===== config.mk =====
export PLATFORM = sky130hd
export DESIGN_NAME = grid_wave_reachability
export DESIGN_NICKNAME = d
export VERILOG_FILES = /design/src/hdl/gwr_pkg.sv /design/src/hdl/gwr_row_cell.sv /design/src/hdl/grid_wave_reachability.sv
export SDC_FILE = /design/constraint.sdc
export NUM_CORES = 2
export LEC_CHECK = 0
export BUFFER_PORTS_ARGS = -buffer_cell sky130_fd_sc_hd__buf_2
export CORE_MARGIN = 3
export CORE_UTILIZATION = 58
export DETAILED_ROUTE_END_ITERATION = 7
export PLACE_DENSITY_LB_ADDON = 0.15
export SYNTH_ARGS = -nofsm -noshare
export SYNTH_HDL_FRONTEND = slang
export SYNTH_SLANG_ARGS = --single-unit
export TNS_END_PERCENT = 100

===== constraint.sdc =====
create_clock -name clk -period 4 [get_ports clk]
set_clock_uncertainty 0.1 [all_clocks]
set_input_delay 1.2 -clock clk [delete_from_list [all_inputs] [get_ports clk]]
set_output_delay 1.2 -clock clk [all_outputs]
set_load 0.05 [all_outputs]

===== src/hdl/gwr_pkg.sv =====
// Shared constants and types for the grid wave reachability block.
`timescale 1ns / 1ps
`default_nettype none
package gwr_pkg;

  // Grid side length; the map is GRID_DIM x GRID_DIM cells.
  localparam int GRID_DIM = 16;
  // Width of the row and column fields on the input channel.
  localparam int FIELD_W  = 4;
  // Bits needed to index one row or one column inside the grid.
  localparam int IDX_W    = (GRID_DIM > 1) ? $clog2(GRID_DIM) : 1;

  // Operation codes carried by in_operation.
  localparam logic OP_WRITE = 1'b0;
  localparam logic OP_QUERY = 1'b1;

  typedef logic [GRID_DIM-1:0] row_t;
  typedef logic [IDX_W-1:0]    idx_t;

  // Control broadcast from the sequencer to every row cell.
  typedef struct packed {
    logic seed;   // start a new wave: clear, then mark the start cell
    logic step;   // advance the wave by one generation
    logic wr;     // write one occupancy bit
    logic occ;    // value written
    idx_t col;    // column of the write or of the start cell
  } gwr_ctrl_t;

endpackage : gwr_pkg
`default_nettype wire


===== src/hdl/gwr_row_cell.sv =====
// One grid row: occupancy, reached and frontier bits and the wave step for that row.
`timescale 1ns / 1ps
`default_nettype none
module gwr_row_cell (
  input  wire logic              clk,
  input  wire logic              rst_n,
  input  wire gwr_pkg::gwr_ctrl_t ctrl,
  input  wire logic              row_sel,
  input  wire gwr_pkg::row_t     front_up,
  input  wire gwr_pkg::row_t     front_dn,
  output gwr_pkg::row_t          front_row,
  output gwr_pkg::row_t          reached_row,
  output gwr_pkg::row_t          occ_row,
  output logic                   live
);
  import gwr_pkg::*;

  row_t occ_r, occ_nxt;
  row_t reached_r, reached_nxt;
  row_t front_r, front_nxt;
  row_t spread;
  row_t start_mask;

  // New cells: free, not yet reached, next to a frontier cell of this row or a neighbor row.
  assign spread     = ~occ_r & ~reached_r &
                      (front_up | front_dn | (front_r << 1) | (front_r >> 1));
  assign start_mask = row_sel ? (row_t'(1) << ctrl.col) : '0;

  always_comb begin
    occ_nxt     = occ_r;
    reached_nxt = reached_r;
    front_nxt   = front_r;
    if (ctrl.wr && row_sel) begin
      occ_nxt[ctrl.col] = ctrl.occ;
    end
    if (ctrl.seed) begin
      reached_nxt = start_mask;
      front_nxt   = start_mask;
    end else if (ctrl.step) begin
      reached_nxt = reached_r | spread;
      front_nxt   = spread;
    end
  end

  always_ff @(posedge clk) begin
    if (!rst_n) begin
      occ_r     <= '0;
      reached_r <= '0;
      front_r   <= '0;
    end else begin
      occ_r     <= occ_nxt;
      reached_r <= reached_nxt;
      front_r   <= front_nxt;
    end
  end

  assign front_row   = front_r;
  assign reached_row = reached_r;
  assign occ_row     = occ_r;
  assign live        = |front_r;

endmodule : gwr_row_cell
`default_nettype wire


===== src/hdl/grid_wave_reachability.sv =====
// Top level: sequencer, result register and the chain of row cells of the wave engine.
//
// Input channel (in_valid/in_ready) carries one item: a write (in_operation = 0)
// sets the occupancy bit of cell (in_cell_row, in_cell_col); a query (= 1) asks
// whether a 4-neighbor wave from that cell reaches (in_target_row, in_target_col).
// Writes give no result; writes outside the grid are dropped.
// A query gives one result item on out_valid/out_ready: out_reachable and
// out_target_blocked (a blocked target or target == start reports reachable).
// The grid is a chain of GRID_DIM row cells; each row swaps its frontier with
// the rows above and below every cycle, so one wave generation costs one cycle.
// A query's result goes valid once the wave hits the target or the frontier
// empties. The next item is taken once that result is loaded, which waits
// while a stalled receiver still holds the previous result.
// One item is processed at a time; in_ready is high whenever no wave is running,
// also while a result still waits in the output register.
// If the receiver stalls, a finished wave holds its state until the output
// register frees up. Reset clears the occupancy map to all free and empties
// the wave state; no clearing pass is needed.
`timescale 1ns / 1ps
`default_nettype none
module grid_wave_reachability (
  input  wire logic                      clk,
  input  wire logic                      rst_n,
  input  wire logic                      in_valid,
  output logic                           in_ready,
  input  wire logic                      in_operation,
  input  wire logic [gwr_pkg::FIELD_W-1:0] in_cell_row,
  input  wire logic [gwr_pkg::FIELD_W-1:0] in_cell_col,
  input  wire logic                      in_occupied,
  input  wire logic [gwr_pkg::FIELD_W-1:0] in_target_row,
  input  wire logic [gwr_pkg::FIELD_W-1:0] in_target_col,
  output logic                           out_valid,
  input  wire logic                      out_ready,
  output logic                           out_reachable,
  output logic                           out_target_blocked
);
  import gwr_pkg::*;

  typedef enum logic [1:0] {
    ST_IDLE = 2'b01,
    ST_WAVE = 2'b10
  } state_t;

  state_t st_r, st_nxt;

  // Query context, captured at accept
  idx_t tr_r, tc_r;
  logic tgt_in_r, same_r;
  // Result register
  logic out_valid_r, out_valid_nxt;
  logic reach_r, blk_r;

  logic      accept, is_query, start_in, tgt_in, same;
  idx_t      start_row;
  gwr_ctrl_t ctrl;
  row_t      front_rows   [GRID_DIM];
  row_t      reached_rows [GRID_DIM];
  row_t      occ_rows     [GRID_DIM];
  logic [GRID_DIM-1:0] live_vec;
  logic      hit, tgt_occ, any_live, done, slot_free, finish;

  assign in_ready  = (st_r == ST_IDLE);
  assign accept    = in_valid && in_ready;
  assign is_query  = (in_operation == OP_QUERY);
  assign start_in  = (int'(in_cell_row) < GRID_DIM) && (int'(in_cell_col) < GRID_DIM);
  assign tgt_in    = (int'(in_target_row) < GRID_DIM) && (int'(in_target_col) < GRID_DIM);
  assign same      = (in_cell_row == in_target_row) && (in_cell_col == in_target_col);
  assign start_row = idx_t'(in_cell_row);

  // Done when target is outside the grid, already reached, or the frontier is empty.
  assign hit       = reached_rows[tr_r][tc_r];
  assign tgt_occ   = occ_rows[tr_r][tc_r];
  assign any_live  = |live_vec;
  assign done      = !tgt_in_r || hit || !any_live;
  assign slot_free = !out_valid_r || out_ready;
  assign finish    = (st_r == ST_WAVE) && done && slot_free;

  always_comb begin
    ctrl.seed = accept && is_query;
    ctrl.wr   = accept && !is_query && start_in;
    ctrl.occ  = in_occupied;
    ctrl.col  = idx_t'(in_cell_col);
    // Freeze the wave once done so a stalled result stays consistent.
    ctrl.step = (st_r == ST_WAVE) && !done;
  end

  // Chain of row cells, each wired to its upper and lower neighbor.
  for (genvar r = 0; r < GRID_DIM; r++) begin : g_row
    row_t up, dn;
    if (r > 0) begin : g_up
      assign up = front_rows[r-1];
    end else begin : g_up_edge
      assign up = '0;
    end
    if (r < GRID_DIM - 1) begin : g_dn
      assign dn = front_rows[r+1];
    end else begin : g_dn_edge
      assign dn = '0;
    end

    gwr_row_cell u_cell (
      .clk         (clk),
      .rst_n       (rst_n),
      .ctrl        (ctrl),
      .row_sel     (start_in && (start_row == idx_t'(r))),
      .front_up    (up),
      .front_dn    (dn),
      .front_row   (front_rows[r]),
      .reached_row (reached_rows[r]),
      .occ_row     (occ_rows[r]),
      .live        (live_vec[r])
    );
  end

  always_comb begin
    st_nxt = st_r;
    case (st_r)
      ST_IDLE: begin
        if (accept && is_query) st_nxt = ST_WAVE;
      end
      ST_WAVE: begin
        if (finish) st_nxt = ST_IDLE;
      end
      default: st_nxt = ST_IDLE;
    endcase
  end

  always_comb begin
    out_valid_nxt = out_valid_r;
    if (finish) begin
      out_valid_nxt = 1'b1;
    end else if (out_ready) begin
      out_valid_nxt = 1'b0;
    end
  end

  always_ff @(posedge clk) begin
    if (!rst_n) begin
      st_r        <= ST_IDLE;
      out_valid_r <= 1'b0;
    end else begin
      st_r        <= st_nxt;
      out_valid_r <= out_valid_nxt;
    end
  end

  // Payload registers
  always_ff @(posedge clk) begin
    if (accept && is_query) begin
      tr_r     <= idx_t'(in_target_row);
      tc_r     <= idx_t'(in_target_col);
      tgt_in_r <= tgt_in;
      same_r   <= same;
    end
    if (finish) begin
      reach_r <= tgt_in_r && (same_r || tgt_occ || hit);
      blk_r   <= tgt_in_r && tgt_occ;
    end
  end

  assign out_valid          = out_valid_r;
  assign out_reachable      = reach_r;
  assign out_target_blocked = blk_r;

  // A query always starts a wave in the next cycle.
  a_query_starts: assert property (@(posedge clk) disable iff (!rst_n)
    accept && is_query |=> st_r == ST_WAVE)
    else $error("query accept did not start a wave");

  // A write never produces a result item.
  a_write_silent: assert property (@(posedge clk) disable iff (!rst_n)
    accept && !is_query && !out_valid_r |=> !out_valid_r)
    else $error("write produced a result");

  // A finished wave loads the result register.
  a_finish_loads: assert property (@(posedge clk) disable iff (!rst_n)
    finish |=> out_valid_r && st_r == ST_IDLE)
    else $error("finished wave did not present a result");

  // Every frontier cell is also marked reached.
  for (genvar r = 0; r < GRID_DIM; r++) begin : g_chk
    a_front_reached: assert property (@(posedge clk) disable iff (!rst_n)
      (front_rows[r] & ~reached_rows[r]) == '0)
      else $error("frontier cell not marked reached");
  end

endmodule : grid_wave_reachability
`default_nettype wire


==> results.json <==
{
  "finalCritPeriodShare_pct": 100,
  "wl_per_cell_um": 32.1,
  "grt_pass1_wl_um": 275000,
  "synth_fp_nets": 5017,
  "dp_hpwl_um": 131000,
  "crit_arrival_ns": 4.51,
  "die_w_um": 273,
  "drtPass1Iterations": 8,
  "grt_usage_pct": 49.4,
  "required_ns": 4.50,
  "synth.top_cells.by_count": "771 x dfxtp_1, 559 x o21ai_0, 439 x nor2_1, 424 x a21oi_1, 363 x clkbuf_1",
  "power.density_cell_area_nw_per_um2": 429,
  "regArea_um2": 15800,
  "ant_nets": 0,
  "netlist_area_um2": 41500,
  "multi_input_area_um2": 22900,
  "drc": 0,
  "seq_power_share_pct": 42.8,
  "dieArea_um2": 74800,
  "dp_cells": 5761,
  "fill_cells": 5893,
  "worstPathCellList": "buf_4 > buf_12 > mux4_2 > mux2i_1 > a22o_1 > a2111oi_0 > buf_4 > o32ai_2 > buf_4 > o21ai_4 > buf_4 > o21ai_4 > buf_12 > bufbuf_16 > o211a_1",
  "rsz0062_at_grt": "false",
  "synth_most_common_cell": "dfxtp_1",
  "cts.sinks": 782,
  "synthCells": 4995,
  "setup.worst_path.start_class": "flip-flop",
  "hold_class": "flip-flop to flip-flop",
  "cts_buffers": 87,
  "maxCapViolations": 0,
  "clock_path_buffers": 3,
  "htree_levels": 3,
  "cts-root-buf": "clkbuf_16",
  "violations": "negative setup slack",
  "netSwitchingFraction_pct": 30.6,
  "fin_area_um2": 46700,
  "finalWirelength_um": 190000,
  "synth_area_leader_cell": "dfxtp_1",
  "cts-hold-fix-buffers": 0,
  "drive_gt1_share_pct": 14.0,
  "crit_fanout": 34,
  "slowest_stage": "mux4_2",
  "yosys.area.top_type_share_pct": 37.2,
  "maxSlewViolCount": 0,
  "ys_top_cells_by_area": "dfxtp_1 37%, mux4_2 7.2%, o21ai_0 6.7%",
  "synth-edff-count": 11,
  "max_freq_ghz": 0.250,
  "grt_pass1_vias": 39800,
  "slew_headroom_pct": 18.6,
  "utilization_pct": 66.3,
  "io_buffers": 25,
  "instances_no_fill": 5929,
  "yosysSeqAreaShare_pct": 38.0,
  "period_minus_slack_ns": 4.00,
  "run_status": "finished, violations left",
  "grt_max_degree": 118,
  "cts_tree": "yes",
  "syn_avg_cell_area_um2": 8.31,
  "placementRows": 97,
  "critPathTopFamily": "buffers and inverters",
  "switching_power_uw": 6130,
  "dpl_cell_area_um2": 43600,
  "path_clk_slew_ns": 0.06,
  "dp_slack_ns": -0.0318,
  "power.internal_uw": 13900,
  "vias_per_cell": 7.38,
  "cpMostUsedCell": "buf_4",
  "setup_viol": 3,
  "peakVddDrop_mv": 0.381,
  "start_util_pct": 58.9,
  "synth-main-ff-cell": "dfxtp_1",
  "area.growth.synth_to_final_pct": 12.5,
  "grt-ovfl-total": 0,
  "hold_viol": 0,
  "num_vias": 43700,
  "core_um2": 70400,
  "path_buf_inv": 7,
  "drtIter0Drc": 7959,
  "critPathCaptureType": "flip-flop",
  "tightest_slew_ns": 1.21,
  "slowest_delay_ns": 0.61,
  "setup_slack_ns": -0.00469,
  "clkPwrFrac_pct": 40.4,
  "fp.dieH_um": 273,
  "yosys_warnings": 0,
  "synth_seq_cells": 782,
  "async_flop_share_pct": 0,
  "combPwrFrac_pct": 16.9,
  "io_pins": 26,
  "clk_latency_ns": 0.67,
  "crit_type": "flip-flop to flip-flop",
  "fin_nets": 4941,
  "ys_types": 53,
  "routabilityCongestion": 1.05,
  "grt_antenna_before_repair": 8,
  "leakage_uw": 0.0177
}
[cells by family (layout without fill, tap and decap cells)]
group	Yosys count	after routing	share of synthesized area (%)
compound gates	1745	1745	28.5
xor+xnor	8	8	0.169
buf+inv	742	734	7.14
flops	782	782	38.0
mux	197	197	8.77
other cells	0	2	0
simple gates	1521	1521	17.4
[routing by layer]
metal	track usage (%)	vias up	part of all wire, %
met1	65.9	20800	36
met2	68.7	3726	40
met4	28.0	10	7.2
met3	18.1	748	17
met5	0	-	0.032
li1	-	18400	-
[flip-flops by register name (all words and copies together) (netlist names)]
name,cells
out_valid,1
same_r,1
st_r,2
out_target_blocked,1
g_row.u_cell.reached_row,256
tc_r,4
out_reachable,1
g_row.u_cell.occ_row,256
tr_r,4
g_row.u_cell.front_row,256
[area by class of cell]
type,instances,area share (%)
Multi-Input combinational cell,3471,49.1
Timing Repair Buffer,296,6.32
Sequential cell,782,33.8
Clock inverter,23,0.491
Clock buffer,134,5.52
Tap cell,940,2.52
Inverter,281,2.29
Antenna cell,2,0.0107
[power by group through the flow]
stage / clock network, uW / registers (uW) / logic (uW)
6_report: 8080 / 8570 / 3370
3_3_place_gp: 0 / 8690 / 3140
2_1_floorplan: 0 / 8450 / 2180
4_1_cts: 8040 / 8530 / 3220
5_1_grt: 8360 / 8570 / 3580
3_5_place_dp: 0 / 8690 / 3180
[cell usage in the layout, fill, tap and decap left out, drive strengths merged, types with 16 or more instances in the layout]
cell	instances
o211a	154
o21ai	563
o22ai	154
nand2	268
nand3	317
a31oi	67
nor2b	20
a22oi	20
a221oi	197
inv	284
buf	293
nor4	94
a211o	16
nor2	440
a211oi	63
o21a	17
nand2b	105
mux2i	63
or3	96
mux4	133
a21oi	425
nand4	24
clkbuf	136
o311ai	23
nor3	129
dfxtp	771
[what timing repair did]
item / CTS / global route
setup endpoints to repair: 171 / 153
gates resized for setup: 4 / 6
pin swaps: 2 / 0
gates cloned: 2 / 1
buffers inserted: 4 / 2
hold endpoints to repair: 0 / 0
[through the flow]
step	total power [uW]	setup TNS, ns	hold WS (ns)
after floorplan	10600	0	0.351
after global placement	11800	0	0.367
after detailed placement	11900	-0.173	0.371
after CTS	19800	0	0.378
after global routing	20500	0	0.408
final	20000	-0.0114	0.382
[worst paths after layout]
path	startpoint	end	slack, ns	depth (start not counted)
max reg2reg	tr_r[0]	g_row[14].u_cell.reached_row[10]	-0.005	15
min	g_row[2].u_cell.front_row[15]	g_row[2].u_cell.front_row[15]	0.38	2
min reg2reg	g_row[2].u_cell.front_row[15]	g_row[2].u_cell.front_row[15]	0.38	2
max	tr_r[0]	g_row[14].u_cell.reached_row[10]	-0.005	15
[worst reg2reg max path, delay by kind of cell, from the launching register on]
family / cells / cell delay (ns)
compound gates: 6 / 1.11
flops: 1 / 0.42
mux: 2 / 0.81
buf+inv: 7 / 1.49
Power figures use the tool's default switching activity.
